==> config.mk <==
export PLATFORM = sky130hd
export DESIGN_NAME = nss_ctrl
export DESIGN_NICKNAME = d
export VERILOG_FILES = /design/src/nss_pkg.sv /design/src/nss_ctrl.sv
export SDC_FILE = /design/constraint.sdc
export NUM_CORES = 1
export LEC_CHECK = 0
export ABC_AREA = 1
export BUFFER_PORTS_ARGS = -buffer_cell sky130_fd_sc_hd__buf_2
export CORE_MARGIN = 2
export CORE_UTILIZATION = 46
export CTS_CLUSTER_DIAMETER = 100
export CTS_CLUSTER_SIZE = 8
export DETAILED_ROUTE_END_ITERATION = 8
export GPL_TIMING_DRIVEN = 0
export PLACE_DENSITY = 0.7
export SETUP_SLACK_MARGIN = 0.2
export SLEW_MARGIN = 10
export SYNTH_ARGS = -nofsm -noshare
export SYNTH_HDL_FRONTEND = slang
export SYNTH_SLANG_ARGS = --single-unit
==> constraint.sdc <==
create_clock -name clk -period 4 [get_ports clk]
set_input_delay 1 -clock clk [delete_from_list [all_inputs] [get_ports clk]]
set_output_delay 1 -clock clk [all_outputs]
set_load 0.05 [all_outputs]
==> src/nss_pkg.sv <==
// Shared types and constants for the nearest segment search unit.
// No dependencies; every other file takes names from here by scope.
package nss_pkg;

    localparam int COORD_W    = 16;
    localparam int DIFF_W     = 17;
    localparam int PROD_W     = 34;
    localparam int CLR_W      = 15;
    localparam int CLRSQ_W    = 30;
    localparam int NN_W       = 33;
    localparam int CR_W       = 33;
    localparam int CR_HI_W    = 16;
    localparam int CR_LO_W    = 17;
    localparam int CRSQ_W     = 66;
    localparam int QUO_W      = 34;
    localparam int DIST_W     = 35;
    localparam int CFG_W      = 9;
    localparam int IDX_PORT_W = 8;

    localparam logic ACT_LOAD  = 1'b0;
    localparam logic ACT_QUERY = 1'b1;

    typedef struct packed {
        logic signed [COORD_W-1:0] sx;
        logic signed [COORD_W-1:0] sy;
        logic signed [COORD_W-1:0] ex;
        logic signed [COORD_W-1:0] ey;
        logic [CLR_W-1:0]          clr;
    } seg_entry_t;

    typedef struct packed {
        logic wr_en;    // write one table entry
        logic start;    // latch the query point, clear the best match
        logic issue;    // send one table entry down the distance pipeline
    } dp_cmd_t;

    typedef struct packed {
        logic busy;     // some entry still in flight
    } dp_status_t;

    // One token of the restoring divider pipeline with its sideband.
    typedef struct packed {
        logic                valid;
        logic [NN_W-1:0]     rem;
        logic [QUO_W-1:0]    qd;     // dividend bits out at the top, quotient in at the bottom
        logic [NN_W-1:0]     dvsr;
        logic                foot;   // distance comes from the quotient
        logic [DIST_W-1:0]   alt;    // distance to start or end
        logic [CLRSQ_W-1:0]  clr_sq;
    } div_tok_t;

endpackage

==> src/nss_ctrl.sv <==
// Controller: input handshake, count register, entry sequencing, result handoff.
// Depends on nss_pkg (dp_cmd_t, dp_status_t, codes).
module nss_ctrl
#(
    parameter int MAX_SEGMENTS = 256
)
(
    input  logic                               clk,
    input  logic                               rst_n,
    input  logic                               in_valid,
    output logic                               in_ready,
    input  logic                               action,
    input  logic [nss_pkg::IDX_PORT_W-1:0]     seg_index,
    input  logic                               cfg_valid,
    output logic                               cfg_ready,
    input  logic [nss_pkg::CFG_W-1:0]          segment_count,
    output logic                               out_valid,
    input  logic                               out_ready,
    output nss_pkg::dp_cmd_t                   cmd,
    output logic [$clog2(MAX_SEGMENTS)-1:0]    rd_addr,
    input  nss_pkg::dp_status_t                status,
    output logic                               res_load
);

    localparam int IDX_W = $clog2(MAX_SEGMENTS);
    localparam int CNT_W = $clog2(MAX_SEGMENTS + 1);

    localparam logic [1:0] ST_IDLE  = 2'd0;
    localparam logic [1:0] ST_ISSUE = 2'd1;
    localparam logic [1:0] ST_DRAIN = 2'd2;
    localparam logic [1:0] ST_DONE  = 2'd3;

    logic [1:0]               state_reg, state_next;
    logic [nss_pkg::CFG_W-1:0] count_reg;
    logic [CNT_W-1:0]         n_reg, n_next;
    logic [CNT_W-1:0]         cnt_reg, cnt_next;
    logic                     out_valid_reg, out_valid_next;
    logic                     accept;
    logic [CNT_W-1:0]         n_clamped;

    assign accept    = in_valid && in_ready;
    assign n_clamped = (32'(count_reg) > MAX_SEGMENTS) ? CNT_W'(MAX_SEGMENTS)
                                                       : CNT_W'(count_reg);

    always_comb
    begin
        state_next     = state_reg;
        n_next         = n_reg;
        cnt_next       = cnt_reg;
        out_valid_next = out_valid_reg;
        cmd            = '0;
        res_load       = 1'b0;
        in_ready       = (state_reg == ST_IDLE);

        if (out_valid_reg && out_ready)
        begin
            out_valid_next = 1'b0;
        end

        case (state_reg)
            ST_IDLE:
            begin
                if (accept && (action == nss_pkg::ACT_LOAD))
                begin
                    cmd.wr_en = (32'(seg_index) < MAX_SEGMENTS);
                end
                else if (accept)
                begin
                    cmd.start = 1'b1;
                    n_next    = n_clamped;
                    cnt_next  = '0;
                    state_next = (n_clamped == '0) ? ST_DRAIN : ST_ISSUE;
                end
            end
            ST_ISSUE:
            begin
                cmd.issue = 1'b1;
                cnt_next  = CNT_W'(cnt_reg + 1'b1);
                if (CNT_W'(cnt_reg + 1'b1) == n_reg)
                begin
                    state_next = ST_DRAIN;
                end
            end
            ST_DRAIN:
            begin
                if (!status.busy)
                begin
                    state_next = ST_DONE;
                end
            end
            ST_DONE:
            begin
                if (!out_valid_reg || out_ready)
                begin
                    res_load       = 1'b1;
                    out_valid_next = 1'b1;
                    state_next     = ST_IDLE;
                end
            end
            default:
            begin
                state_next = ST_IDLE;
            end
        endcase
    end

    always_ff @(posedge clk or negedge rst_n)
    begin
        if (!rst_n)
        begin
            state_reg     <= ST_IDLE;
            count_reg     <= '0;
            n_reg         <= '0;
            cnt_reg       <= '0;
            out_valid_reg <= 1'b0;
        end
        else
        begin
            state_reg     <= state_next;
            n_reg         <= n_next;
            cnt_reg       <= cnt_next;
            out_valid_reg <= out_valid_next;
            if (cfg_valid && cfg_ready)
            begin
                count_reg <= segment_count;
            end
        end
    end

    assign cfg_ready = 1'b1;
    assign out_valid = out_valid_reg;
    assign rd_addr   = cnt_reg[IDX_W-1:0];

endmodule

After elaboration in Yosys (flattened, before gate mapping)
Index checks and enable logic that the tools add are counted.
{ "op_classes": {"n_addsub": 1, "order_cmp": 1, "n_eq_ne": 9, "mux": 21, "n_bitwise": 2, "n_reduce_logical": 11} }
{ "op_table": {"columns": ["operator", "count"], "rows": [
  ["$mux 9", 3],
  ["$pmux 9 s2", 1],
  ["$mux 2", 7],
  ["$add 9x1->9 const B", 1],
  ["$eq 9x9->1", 1],
  ["$gt 9x9->1 const B", 1],
  ["$logic_not 9->1", 1],
  ["$mux 1", 9],
  ["$ne 2x2->1 const B", 4],
  ["$pmux 2 s4", 1],
  ["$reduce_and 3->1", 2],
  ["$reduce_and 5->1", 1],
  ["$eq 2x2->1 const B", 2],
  ["$logic_and 1x1->1", 3],
  ["$eq 2x1->1 const B", 1],
  ["$logic_not 2->1", 1],
  ["$ne 2x1->1 const B", 1],
  ["$not 1->1", 2],
  ["$reduce_bool 2->1", 1],
  ["$logic_not 1->1", 1],
  ["$logic_or 1x1->1", 1]
]} }
{ "word_totals": {"register_bits": 30} }

Logic depth before layout (Yosys ltp)
{ "depth": {"ltp_word": 7, "mapped_depth": 14, "mapped_depth_nobuf": 14} }

Least setup slack after synthesis
Ideal clock, no wire load.
{ "synth_path": {"kind": "register -> output", "startpoint": "register state_reg[0]", "endpoint": "output cmd[1] (netlist bit)", "t_arrival_ps": 1961, "slack_ps": 1039, "stages_incl_launch_ff": 6, "n_path_buf": 1, "cell_sequence": "dfrtp_1 > inv_1 > ha_1 > nand2_1 > nor2_1 > clkbuf_1"} }
{ "synth_rtl": {"columns": ["item", "line", "source"], "rows": [
  ["from (decl)", "nss_ctrl.sv:33", "logic [1:0] state_reg, state_next;"],
  ["from (signal assigned)", "nss_ctrl.sv:119", "state_reg <= state_next;"],
  ["to (decl)", "nss_ctrl.sv:19", "output nss_pkg::dp_cmd_t cmd,"]
]} }

==> impl_metrics.py <==
metrics = {
    "yosys": {
        "yosys_warnings": 0,
        "synthCells": 217,
        "yosysSeqAreaShare_pct": 45.1,
        "syn_avg_cell_area_um2": 7.66,
        "syn_area_um2": 1660,
        "synth_edf_count": 0,
        "yosys_register_bits": 30,
        "yosysTopAreaCell": "dfrtp_1",
        "synth_top_area_share_pct": 45.1,
        "syn_nets": 246,
        "synth.area.top_cells": "dfrtp_1 (45%), nand2_1 (14%), inv_1 (7.4%)",
        "async_reset_ff_share_pct": 100,
        "ys_types": 21,
        "synth-main-ff-cell": "dfrtp_1",
    },
    "global_route": {
        "grt_overflow": 0,
        "grt_start_max_net_pins": 31,
        "grt_pass1_wl_um": 5450,
        "grt_pass1_vias": 1294,
        "grt.total_usage_pct": 17.3,
        "antenna_found_initial": 0,
    },
    "die": {
        "std_cell_rows": 21,
        "die-area_um2": 4110,
        "coreArea_um2": 3420,
        "initial_core_util_pct": 48.7,
        "fp.dieW_um": 64.1,
        "fp.dieH_um": 64.1,
        "ioPinCount": 39,
    },
    "clocking": {
        "cts_tree": "yes",
        "clkSinkCount": 30,
        "clock_tree.root_cell": "clkbuf_4",
        "numCtsBuffers": 5,
        "h-tree-depth": 2,
        "clk_pin_slew_worst_paths_ps": 100,
        "clock_latency_ps": 330,
        "holdBufCountCts": 0,
        "clockBufferDepth": 2,
        "ctsResizeCount": 0,
        "post_cts_buffers": 0,
    },
    "setup_path": {
        "crit_fanout": 10,
        "crit_start": "state_reg[0]",
        "cp_slowest_cell": "dfrtp_1",
        "path_buf_inv": 3,
        "worstSetupPathType": "reg -> out",
        "worstPathArrival_ps": 2120,
        "cp_cell_sequence": "inv_1 -> ha_1 -> nand2_1 -> nor2_1 -> clkbuf_1 -> buf_2",
        "crit_required_ps": 3000,
        "critical_path.top_delay_family": "buffers and inverters",
        "crit-reg2reg-launch": "state_reg[0]",
        "worst_setup_path_end_kind": "output pin",
        "start_kind": "flip-flop",
        "cp_slowest_stage_delay_ps": 430,
    },
    "sta": {
        "maxSlewViolCount": 0,
        "final.period_utilization_pct": 78.1,
        "maxSlewHeadroom_pct": 57.2,
        "worst_slew_pin_slew_ps": 642,
        "max_clock_freq_ghz": 0.320,
        "grt_setup_unrepaired": "false",
        "setup_viol": 0,
        "holdWs_ps": 525,
        "finalHoldViolCount": 0,
        "setup-tns-final_ps": 0,
        "clock_skew_ps": 10.5,
        "fin_crit_ps": 3120,
    },
    "power_and_ir_drop": {
        "p_leak_nw": 0.997,
        "powerDensity_nw_per_um2": 618,
        "irDropWorstVdd_uv": 339,
    },
    "placed_design": {
        "place_congestion": 0.914,
        "post-dp-hpwl_um": 2390,
        "dpl_cell_area_um2": 1860,
        "io_buffers": 28,
    },
    "layout": {
        "nNetsFinal": 281,
        "antenna_cells": 0,
        "area_delta_synth_final_pct": 15.0,
        "drive_above_1_share_pct": 22.2,
        "final_common_cell": "nand2_1",
        "fill_cells": 349,
        "design_area_um2": 1910,
        "layout_common_cells": "nand2_1 (60), inv_1 (33), dfrtp_1 (30), buf_2 (28), nand3_1 (16)",
    },
    "drt": {
        "routed_wl_um": 3060,
        "drtAntennaViolNets": 0,
        "vias": 1377,
        "viasPerCell": 4.62,
        "drt_iter0_markers": 59,
        "first_pass_iters": 4,
        "avgRoutedWirePerCell_um": 10.3,
        "drc": 0,
    },
    "outcome": {
        "status": "complete, no violations",
    },
    "worst_hold_path": {
        "worstHoldStart": "out_valid",
        "holdCritPathClass": "reg -> reg",
    },
    "flow_run": {
        "drv_cap": 0,
    },
}
[cell usage after synthesis, drive strengths merged (3+ instances only)]
library cell  number
o22ai             14
nand3             16
dfrtp             30
nand2             64
buf                9
o21ai             16
nand4              3
nor2              13
ha                 5
inv               37
clkbuf             3
[cell type report]
cell class	count	area (um2)	area share, %
sequential	30	751	39.2
multi-input combinational	138	694	36.3
timing repair buffer	28	140	7.33
inverter	37	139	7.26
buffer	12	78.8	4.12
tap	46	57.6	3.01
clock buffer	5	37.5	1.96
clock inverter	2	15.0	0.785
[per-layer routing]
layer	vias to the layer above	wire (um)	track usage [%]
met5	-	0	0
met4	0	96	8.24
met3	10	184	5.81
met2	45	1260	26.0
met1	572	1520	22.3
li1	750	-	-
[power by group]
part	total [mW]	internal [mW]	switching [mW]
Combinational	0.570	0.186	0.384
Sequential	0.440	0.383	0.0567
Clock	0.171	0.0648	0.107
Total	1.18	0.634	0.548
[final timing paths]
kind,end,slack (ps),cells past startpoint
worst max register to register,cnt_reg[7],2080,8
worst min-delay path,out_valid,530,2
worst min register to register,out_valid,530,2
max in group asynchronous,cnt_reg[3],2890,1
min in group asynchronous,state_reg[0],680,1
worst max-delay path,cmd[1],880,6
[cell families (layout without fill, tap and decap cells)]
| logic type | Yosys count | after routing | synth area share (%) |
|---|---|---|---|
| buffers and inverters | 49 | 84 | 13.1 |
| adder cells (fa/ha/maj) | 5 | 5 | 3.76 |
| AND/OR/NAND/NOR | 97 | 97 | 25.0 |
| other | 1 | 1 | 0.226 |
| flip-flops | 30 | 30 | 45.1 |
| AO/OA/AOI/OAI | 35 | 35 | 12.8 |
[worst reg2reg max path: cells and delay by family, from the launching register on]
family                   cells  cell delay, ps
AO/OA/AOI/OAI                3             740
flip-flops                   1             430
buffers and inverters        4             370
adder cells (fa/ha/maj)      1             290
[through the flow]
stage / power [mW] / util [%] / worst slack [ps] / cells
finish: 1.18 / 56.0 / 875 / 298
global route: 1.30 / 56.0 / 692 / 298
CTS: 1.19 / 56.0 / 869 / 298
detailed placement: 1.02 / 54.5 / 1000 / 291
global placement: 1.01 / 54.5 / 1010 / 291
floorplan: 0.900 / - / 1040 / 217
No activity file was read; power rests on OpenSTA's default activity.
